===== src/design/bitmap_page_allocator_defines.svh =====
// ----------------------------------------------------------------------------
// bitmap page allocator assertion macros
// concurrent checks on clk with arst_n as the disable condition; empty bodies
// when SYNTHESIS is defined
// ----------------------------------------------------------------------------
`ifndef BITMAP_PAGE_ALLOCATOR_DEFINES_SVH
`define BITMAP_PAGE_ALLOCATOR_DEFINES_SVH

`ifndef SYNTHESIS
// antecedent implies consequent in the same cycle
`define BPA_ASSERT_IMP(label, ante, cons, msg) \
	label: assert property (@(posedge clk) disable iff (!arst_n) (ante) |-> (cons)) \
		else $error(msg);
// antecedent implies consequent in the next cycle
`define BPA_ASSERT_NXT(label, ante, cons, msg) \
	label: assert property (@(posedge clk) disable iff (!arst_n) (ante) |=> (cons)) \
		else $error(msg);
`else
`define BPA_ASSERT_IMP(label, ante, cons, msg)
`define BPA_ASSERT_NXT(label, ante, cons, msg)
`endif

`endif


===== src/design/bpa_pkg.sv =====
// ----------------------------------------------------------------------------
// bpa_pkg
// shared types, codes and default sizes of the bitmap page allocator
// ----------------------------------------------------------------------------
package bpa_pkg;

	// default sizes
	localparam int NUM_PAGES_DEF      = 16384;
	localparam int WORD_BITS_DEF      = 32;
	localparam int RESERVED_PAGES_DEF = 256;

	// field widths of the request and response
	localparam int CNT_W  = 15;
	localparam int PAGE_W = 14;

	typedef enum logic {
		OP_ALLOC = 1'b0,
		OP_FREE  = 1'b1
	} bpa_op_t;

	typedef enum logic [1:0] {
		STAT_OK    = 2'd0,
		STAT_NOMEM = 2'd1,
		STAT_BAD   = 2'd2
	} bpa_status_t;

	typedef enum logic [2:0] {
		ST_INIT,
		ST_IDLE,
		ST_SCAN_RD,
		ST_SCAN,
		ST_APPLY_RD,
		ST_APPLY,
		ST_DONE
	} bpa_state_t;

	// controls for the shared word unit
	typedef struct packed {
		logic use_lo;   // bits below lo_b are outside the range
		logic use_hi;   // bits above hi_b are outside the range
		logic set_op;   // apply: set the range, else clear it
	} wu_cmd_t;

endpackage


===== src/design/bpa_word_unit.sv =====
// ----------------------------------------------------------------------------
// bpa_word_unit
// shared per-word unit: free-run search over one map word, and the set or
// clear of a page range within it with a count of the bits that were set
// ----------------------------------------------------------------------------
module bpa_word_unit import bpa_pkg::*; #(
	parameter int WORD_BITS = WORD_BITS_DEF,
	parameter int KW = CNT_W + 1,
	localparam int LW = $clog2(WORD_BITS)
) (
	input  logic [WORD_BITS-1:0] data,
	input  logic [LW-1:0]        lo_b,
	input  logic [LW-1:0]        hi_b,
	input  wu_cmd_t              cmd,
	input  logic [KW-1:0]        run_in,
	input  logic [KW-1:0]        cnt,
	output logic                 found,
	output logic [LW-1:0]        pos,
	output logic [KW-1:0]        run_out,
	output logic [WORD_BITS-1:0] new_word,
	output logic [LW:0]          pop
);

	localparam int WB = WORD_BITS;

	logic [WB-1:0] lo_part;
	logic [WB-1:0] hi_part;
	logic [WB-1:0] range_mask;
	logic [WB-1:0] busy;
	logic          has_l [LW+1][WB];
	logic [LW-1:0] at_l  [LW+1][WB];
	logic [KW-1:0] run_at [WB];
	logic [WB-1:0] hit;

	assign lo_part    = cmd.use_lo ? ({WB{1'b1}} << lo_b) : {WB{1'b1}};
	assign hi_part    = cmd.use_hi ? ({WB{1'b1}} >> (LW'(WB - 1) - hi_b)) : {WB{1'b1}};
	assign range_mask = lo_part & hi_part;
	// pages outside the range count as used for the search
	assign busy       = data | ~range_mask;

	// prefix tree: highest used bit at or below each position
	always_comb begin
		for (int j = 0; j < WB; j++) begin
			has_l[0][j] = busy[j];
			at_l[0][j]  = LW'(j);
		end
		for (int l = 0; l < LW; l++) begin
			for (int j = 0; j < WB; j++) begin
				if (j >= (1 << l) && !has_l[l][j]) begin
					has_l[l+1][j] = has_l[l][j - (1 << l)];
					at_l[l+1][j]  = at_l[l][j - (1 << l)];
				end else begin
					has_l[l+1][j] = has_l[l][j];
					at_l[l+1][j]  = at_l[l][j];
				end
			end
		end
	end

	// free run ending at each bit, carried in from earlier words
	always_comb begin
		for (int j = 0; j < WB; j++) begin
			if (has_l[LW][j]) begin
				run_at[j] = KW'(LW'(j) - at_l[LW][j]);
			end else begin
				run_at[j] = run_in + KW'(j + 1);
			end
			hit[j] = (run_at[j] >= cnt);
		end
	end

	always_comb begin
		found = 1'b0;
		pos   = '0;
		for (int j = WB - 1; j >= 0; j--) begin
			if (hit[j]) begin
				found = 1'b1;
				pos   = LW'(j);
			end
		end
	end

	assign run_out  = has_l[LW][WB-1] ? KW'(LW'(WB - 1) - at_l[LW][WB-1])
	                                  : run_in + KW'(WB);
	assign new_word = cmd.set_op ? (data | range_mask) : (data & ~range_mask);
	assign pop      = (LW + 1)'($countones(data & range_mask));

endmodule


===== config.mk =====
export PLATFORM = sky130hd
export DESIGN_NAME = bpa_word_unit
export DESIGN_NICKNAME = d
export VERILOG_FILES = /design/src/design/bitmap_page_allocator_defines.svh /design/src/design/bpa_pkg.sv /design/src/design/bpa_word_unit.sv
export SDC_FILE = /design/constraint.sdc
export NUM_CORES = 2
export LEC_CHECK = 0
export BUFFER_PORTS_ARGS = -buffer_cell sky130_fd_sc_hd__buf_2
export CORE_UTILIZATION = 53
export DETAILED_ROUTE_END_ITERATION = 12
export PLACE_DENSITY = 0.71
export RECOVER_POWER = 50
export SETUP_SLACK_MARGIN = 0.2
export SYNTH_ARGS = -nofsm -noshare
export SYNTH_HDL_FRONTEND = slang
export SYNTH_SLANG_ARGS = --single-unit

===== constraint.sdc =====
create_clock -name vclk -period 7.63
set_input_delay 0.763 -clock vclk [all_inputs]
set_output_delay 0.763 -clock vclk [all_outputs]
set_load 0.005 [all_outputs]

After elaboration in Yosys (flattened, before gate mapping)

Cells that the tools add are included.

Flip-flop bits (word level): 0
Output and inout bits: 60
Logic and storage cells: 492

$add $sub $neg: 95
Order comparisons: 32
Shift-type cells: 2
Mux-type cells: 357
Bitwise logic cells: 6

Operator list:

| cell                                                                | number |
|---|---|
| 16-bit greater-or-equal comparator                                  | 32 |
| 16-bit two-way mux                                                  | 32 |
| 5-bit two-way mux                                                   | 83 |
| 16-bit by 5-bit adder with 16-bit output, second input constant     | 16 |
| 1-bit two-way mux                                                   | 177 |
| 16-bit by 4-bit adder with 16-bit output, second input constant     | 8 |
| 32-bit bitwise AND                                                  | 3 |
| 32-bit two-way mux                                                  | 3 |
| 5-bit by 5-bit subtractor with 6-bit output, first input constant   | 16 |
| 4-bit two-way mux                                                   | 22 |
| 3-bit two-way mux                                                   | 23 |
| 16-bit by 3-bit adder with 16-bit output, second input constant     | 4 |
| 32-bit bitwise OR                                                   | 2 |
| 4-bit by 5-bit subtractor with 6-bit output, first input constant   | 8 |
| 2-bit two-way mux                                                   | 17 |
| 1-bit by 1-bit adder with 2-bit output                              | 16 |
| 16-bit by 2-bit adder with 16-bit output, second input constant     | 2 |
| 32-bit NOT                                                          | 1 |
| 32-bit by 5-bit << shifter with 32-bit output, first input constant | 1 |
| 32-bit by 5-bit >> shifter with 32-bit output, first input constant | 1 |
| 2-bit by 2-bit adder with 3-bit output                              | 8 |
| 16-bit by 1-bit adder with 16-bit output, second input constant     | 1 |
| 16-bit by 6-bit adder with 16-bit output, second input constant     | 1 |
| 3-bit by 3-bit adder with 4-bit output                              | 4 |
| other kinds (6)                                                     | 11 |

Longest topological paths before layout

Depth in word-level cells: 46
Mapped depth: 27
Gate-level depth less buffers: 24

Worst setup path after synthesis

Ideal clock, no wire load.

Kind: input -> output
From: input cmd[1] in the netlist's numbering
To: output pop[4]
Data arrival time: 6110 ps
Required time: 6867 ps
Slack: 757 ps
Cell stages on the path: 23
Buffers on the path: 3
Cells stage by stage: buf_2 > nor2b_1 > buf_2 > buf_2 > a211oi_1 > a21boi_0 > nand2_1 > fa_1 > fa_1 > inv_1 > fa_1 > inv_1 > fa_1 > fa_1 > fa_1 > inv_1 > ha_1 > inv_1 > fa_1 > inv_1 > a21o_1 > a21oi_1 > xnor2_1

Word-level cells in the longest chain between the ends: 8
Elaborated cells on any way between the ends: 34
Those cells by class: add/sub (31); mux (1); bitwise (2)

RTL lines:

| element                                                        | RTL line            | text |
|---|---|---|
| start: declaration                                             | bpa_word_unit.sv:14 | `input wu_cmd_t cmd,` |
| 32-bit two-way mux *                                           | bpa_word_unit.sv:36 | `assign hi_part = cmd.use_hi ? ({WB{1'b1}} >> (LW'(WB - 1) - hi_b)) : {WB{1'b1}};` |
| 32-bit bitwise AND *                                           | bpa_word_unit.sv:37 | `assign range_mask = lo_part & hi_part;` |
| 32-bit bitwise AND *                                           | bpa_word_unit.sv:86 | `assign pop = (LW + 1)'($countones(data & range_mask));` |
| 1-bit by 1-bit adder with 2-bit output (not written as such)   | bpa_word_unit.sv:86 |  |
| 2-bit by 2-bit adder with 3-bit output (not written as such)   | bpa_word_unit.sv:86 |  |
| 3-bit by 3-bit adder with 4-bit output (not written as such)   | bpa_word_unit.sv:86 |  |
| 4-bit by 4-bit adder with 5-bit output (not written as such)   | bpa_word_unit.sv:86 |  |
| 5-bit by 5-bit adder with 6-bit output (not written as such) * | bpa_word_unit.sv:86 |  |
| end: declaration                                               | bpa_word_unit.sv:21 | `output logic [LW:0] pop` |

Every way passes the cells marked *; elsewhere a longest branch is shown, timed or not.

Final worst setup path

From: input lo_b[3]
To: output pop[4]

Word-level cells in the longest chain between the ends: 9
Elaborated cells on any way between the ends: 35
Those cells by class: add/sub (31); shift (1); mux (1); bitwise (2)

RTL lines:

| element                                                        | RTL line            | text |
|---|---|---|
| start: declaration                                             | bpa_word_unit.sv:12 | `input logic [LW-1:0] lo_b,` |
| 32-bit by 5-bit << shifter with 32-bit output *                | bpa_word_unit.sv:35 | `assign lo_part = cmd.use_lo ? ({WB{1'b1}} << lo_b) : {WB{1'b1}};` |
| 32-bit two-way mux *                                           | bpa_word_unit.sv:35 |  |
| 32-bit bitwise AND *                                           | bpa_word_unit.sv:37 |  |
| 32-bit bitwise AND *                                           | bpa_word_unit.sv:86 |  |
| 1-bit by 1-bit adder with 2-bit output (not written as such)   | bpa_word_unit.sv:86 |  |
| 2-bit by 2-bit adder with 3-bit output (not written as such)   | bpa_word_unit.sv:86 |  |
| 3-bit by 3-bit adder with 4-bit output (not written as such)   | bpa_word_unit.sv:86 |  |
| 4-bit by 4-bit adder with 5-bit output (not written as such)   | bpa_word_unit.sv:86 |  |
| 5-bit by 5-bit adder with 6-bit output (not written as such) * | bpa_word_unit.sv:86 |  |

Marked as above.

==> metrics.txt <==
GPL Wtd Cong=1.09; largest stage delay on the critical path=550 ps; Site Rows=78; FF+latch count=0; slowest CP cell=fa_1; initial antenna violation count=0; final slew viol count=0; sequential area share after synthesis=0%; WP data required=6870 ps; mean cell area of the mapped netlist=6.89 sq um; Via density=6.74; worst hold stages=3; Critical Path Source Type=primary input; DR DRC count=0; Crit path max-delay family=adder cells; initial core utilization=53.9%; Setup TNS Final=0 ps; Core Region=45500 sq um; final hold viol count=0; min Tclk post-route=7310 ps; final wirelength=115000 um; clkbuf count=0; Crit Path Category=primary input to output port; worst slew pin tran=1250 ps; min-delay worst type=primary input to output port; largest net degree at the start of global routing=39; top cell type's share of synthesized area=28.8%; ranking of synthesized cells by area=ha_1, nor2_1, xnor2_1, a21oi_1, a21o_1; headroom to the max-slew limit=16.3%; vias in the first global route=26800; vias post-DR=29200; 1st-pass router iterations=9; CP max FO=15; Mapped Area=24500 sq um; CP Buf/Inv Count=7; most frequent cell after synthesis=nor2_1; Yosys warnings=0; Syn Inst Count=3556; Die ar.=47100 sq um; global-route usage over all layers=47.0%; Die X=217 um; final count of negative-setup-slack endpoints=0; global-route wire length before repair=168000 um; Stages on worst setup path=22; status=complete, no violations; total gr overflow=0; largest area contributor in the netlist=ha_1; Cell variety after synth=86; CP most frequent cell=fa_1; Commonest cells post-synth=nor2_1, ha_1, a21oi_1, nand2_1, xnor2_1; 1st-iter DRT viols=3674; Syn Nets=4220; Synth-to-Final Area Change=10.2%; unrepaired setup endpoints after global routing=true; count of input and output buffers=137; FF+latch area=0 sq um; post-route ant nets=0; layout cells sized above 1=12.0%; Die Y=217 um; CP arrival=6550 ps; Worst setup EP type=output port; I/O pin cnt=137; fin nets=4390; CP Cell Sequence=buf_2 -> o211a_1 -> a211oi_1 -> a21boi_2 -> nand2_1 -> fa_1 -> fa_1 -> inv_1 -> fa_1 -> inv_1 -> fa_1 -> fa_1 -> fa_1 -> inv_1 -> ha_1 -> inv_1 -> fa_1 -> inv_1 -> a21o_1 -> a21oi_1 -> xnor2_1 -> buf_2; WL/cell=26.5 um; final HPWL from detailed placement=87500 um; max-cap viol count=0; achievable frequency=137 MHz; part of the cycle the worst path needs=95.9%
metal layers:
layer	up-vias	global-route usage, %	part of all wire (%)
li1	13100	-	-
met1	13500	63.4	40
met2	2019	67.3	39
met3	507	11.6	14
met4	0	27.6	7.0
met5	-	0	0
cell families after synthesis:
family	count (synthesis)	share of synthesized area, %
AO/OA/AOI/OAI	952	24.7
XOR/XNOR	363	13.0
adder cells (fa/ha/maj)	587	30.7
buffers and inverters	287	4.54
multiplexers	59	2.62
AND/OR/NAND/NOR	1308	24.5
layout by cell type, fill, tap and decap left out, drive strengths merged, types with 11 or more instances in the layout:
master / netlist / routed
o22ai: 12 / 12
and2: 27 / 27
a211oi: 41 / 41
inv: 99 / 97
a21o: 181 / 181
nand4: 73 / 73
nor3: 49 / 49
nand2: 289 / 289
buf: 34 / 349
o21ai: 193 / 193
a22oi: 13 / 13
mux2i: 21 / 21
or2: 11 / 11
ha: 563 / 563
o21a: 21 / 21
a31oi: 27 / 27
o211ai: 20 / 20
nor2b: 36 / 36
a221oi: 11 / 11
xnor2: 229 / 229
and3: 18 / 18
nand3: 63 / 63
nor2: 582 / 582
fa: 24 / 24
or3: 36 / 36
a2111oi: 19 / 19
a21oi: 309 / 309
nor4: 34 / 34
mux2: 38 / 38
xor2: 134 / 134
nand2b: 59 / 59
final timing paths:
check,start,end,slack [ps]
setup / recovery,lo_b[3],pop[4],320
hold / removal,data[1],new_word[1],1850
final cells by class:
cell class,count,area (sq um)
repair buffers,355,2340
well taps,600,751
multi-input cells,3269,23500
diodes,1,2.50
fillers,4590,18500
inverters,100,375
metrics by stage:
| stage | setup slack (ps) | std cells | utilization (%) | hold WS [ps] | instance area (sq um) |
|---|---|---|---|---|---|
| 6_report | 315 | 4325 | 59.4 | 1850 | 27000 |
| 5_1_grt | 84.2 | 4324 | 59.4 | 1860 | 27000 |
| 4_1_cts | 261 | 4318 | 59.0 | 1840 | 26800 |
| 3_5_place_dp | 130 | 4318 | 59.0 | 1840 | 26800 |
| 3_3_place_gp | 130 | 4318 | 59.0 | 1840 | 26800 |
| 2_1_floorplan | 757 | 3556 | - | 1620 | 24500 |
what timing repair did:
item                                    CTS  global route
pin swaps                                 0             6
resized for setup                         1            38
setup buffers                             0             6
hold buffers                              0             0
endpoints found under the setup margin    4             8
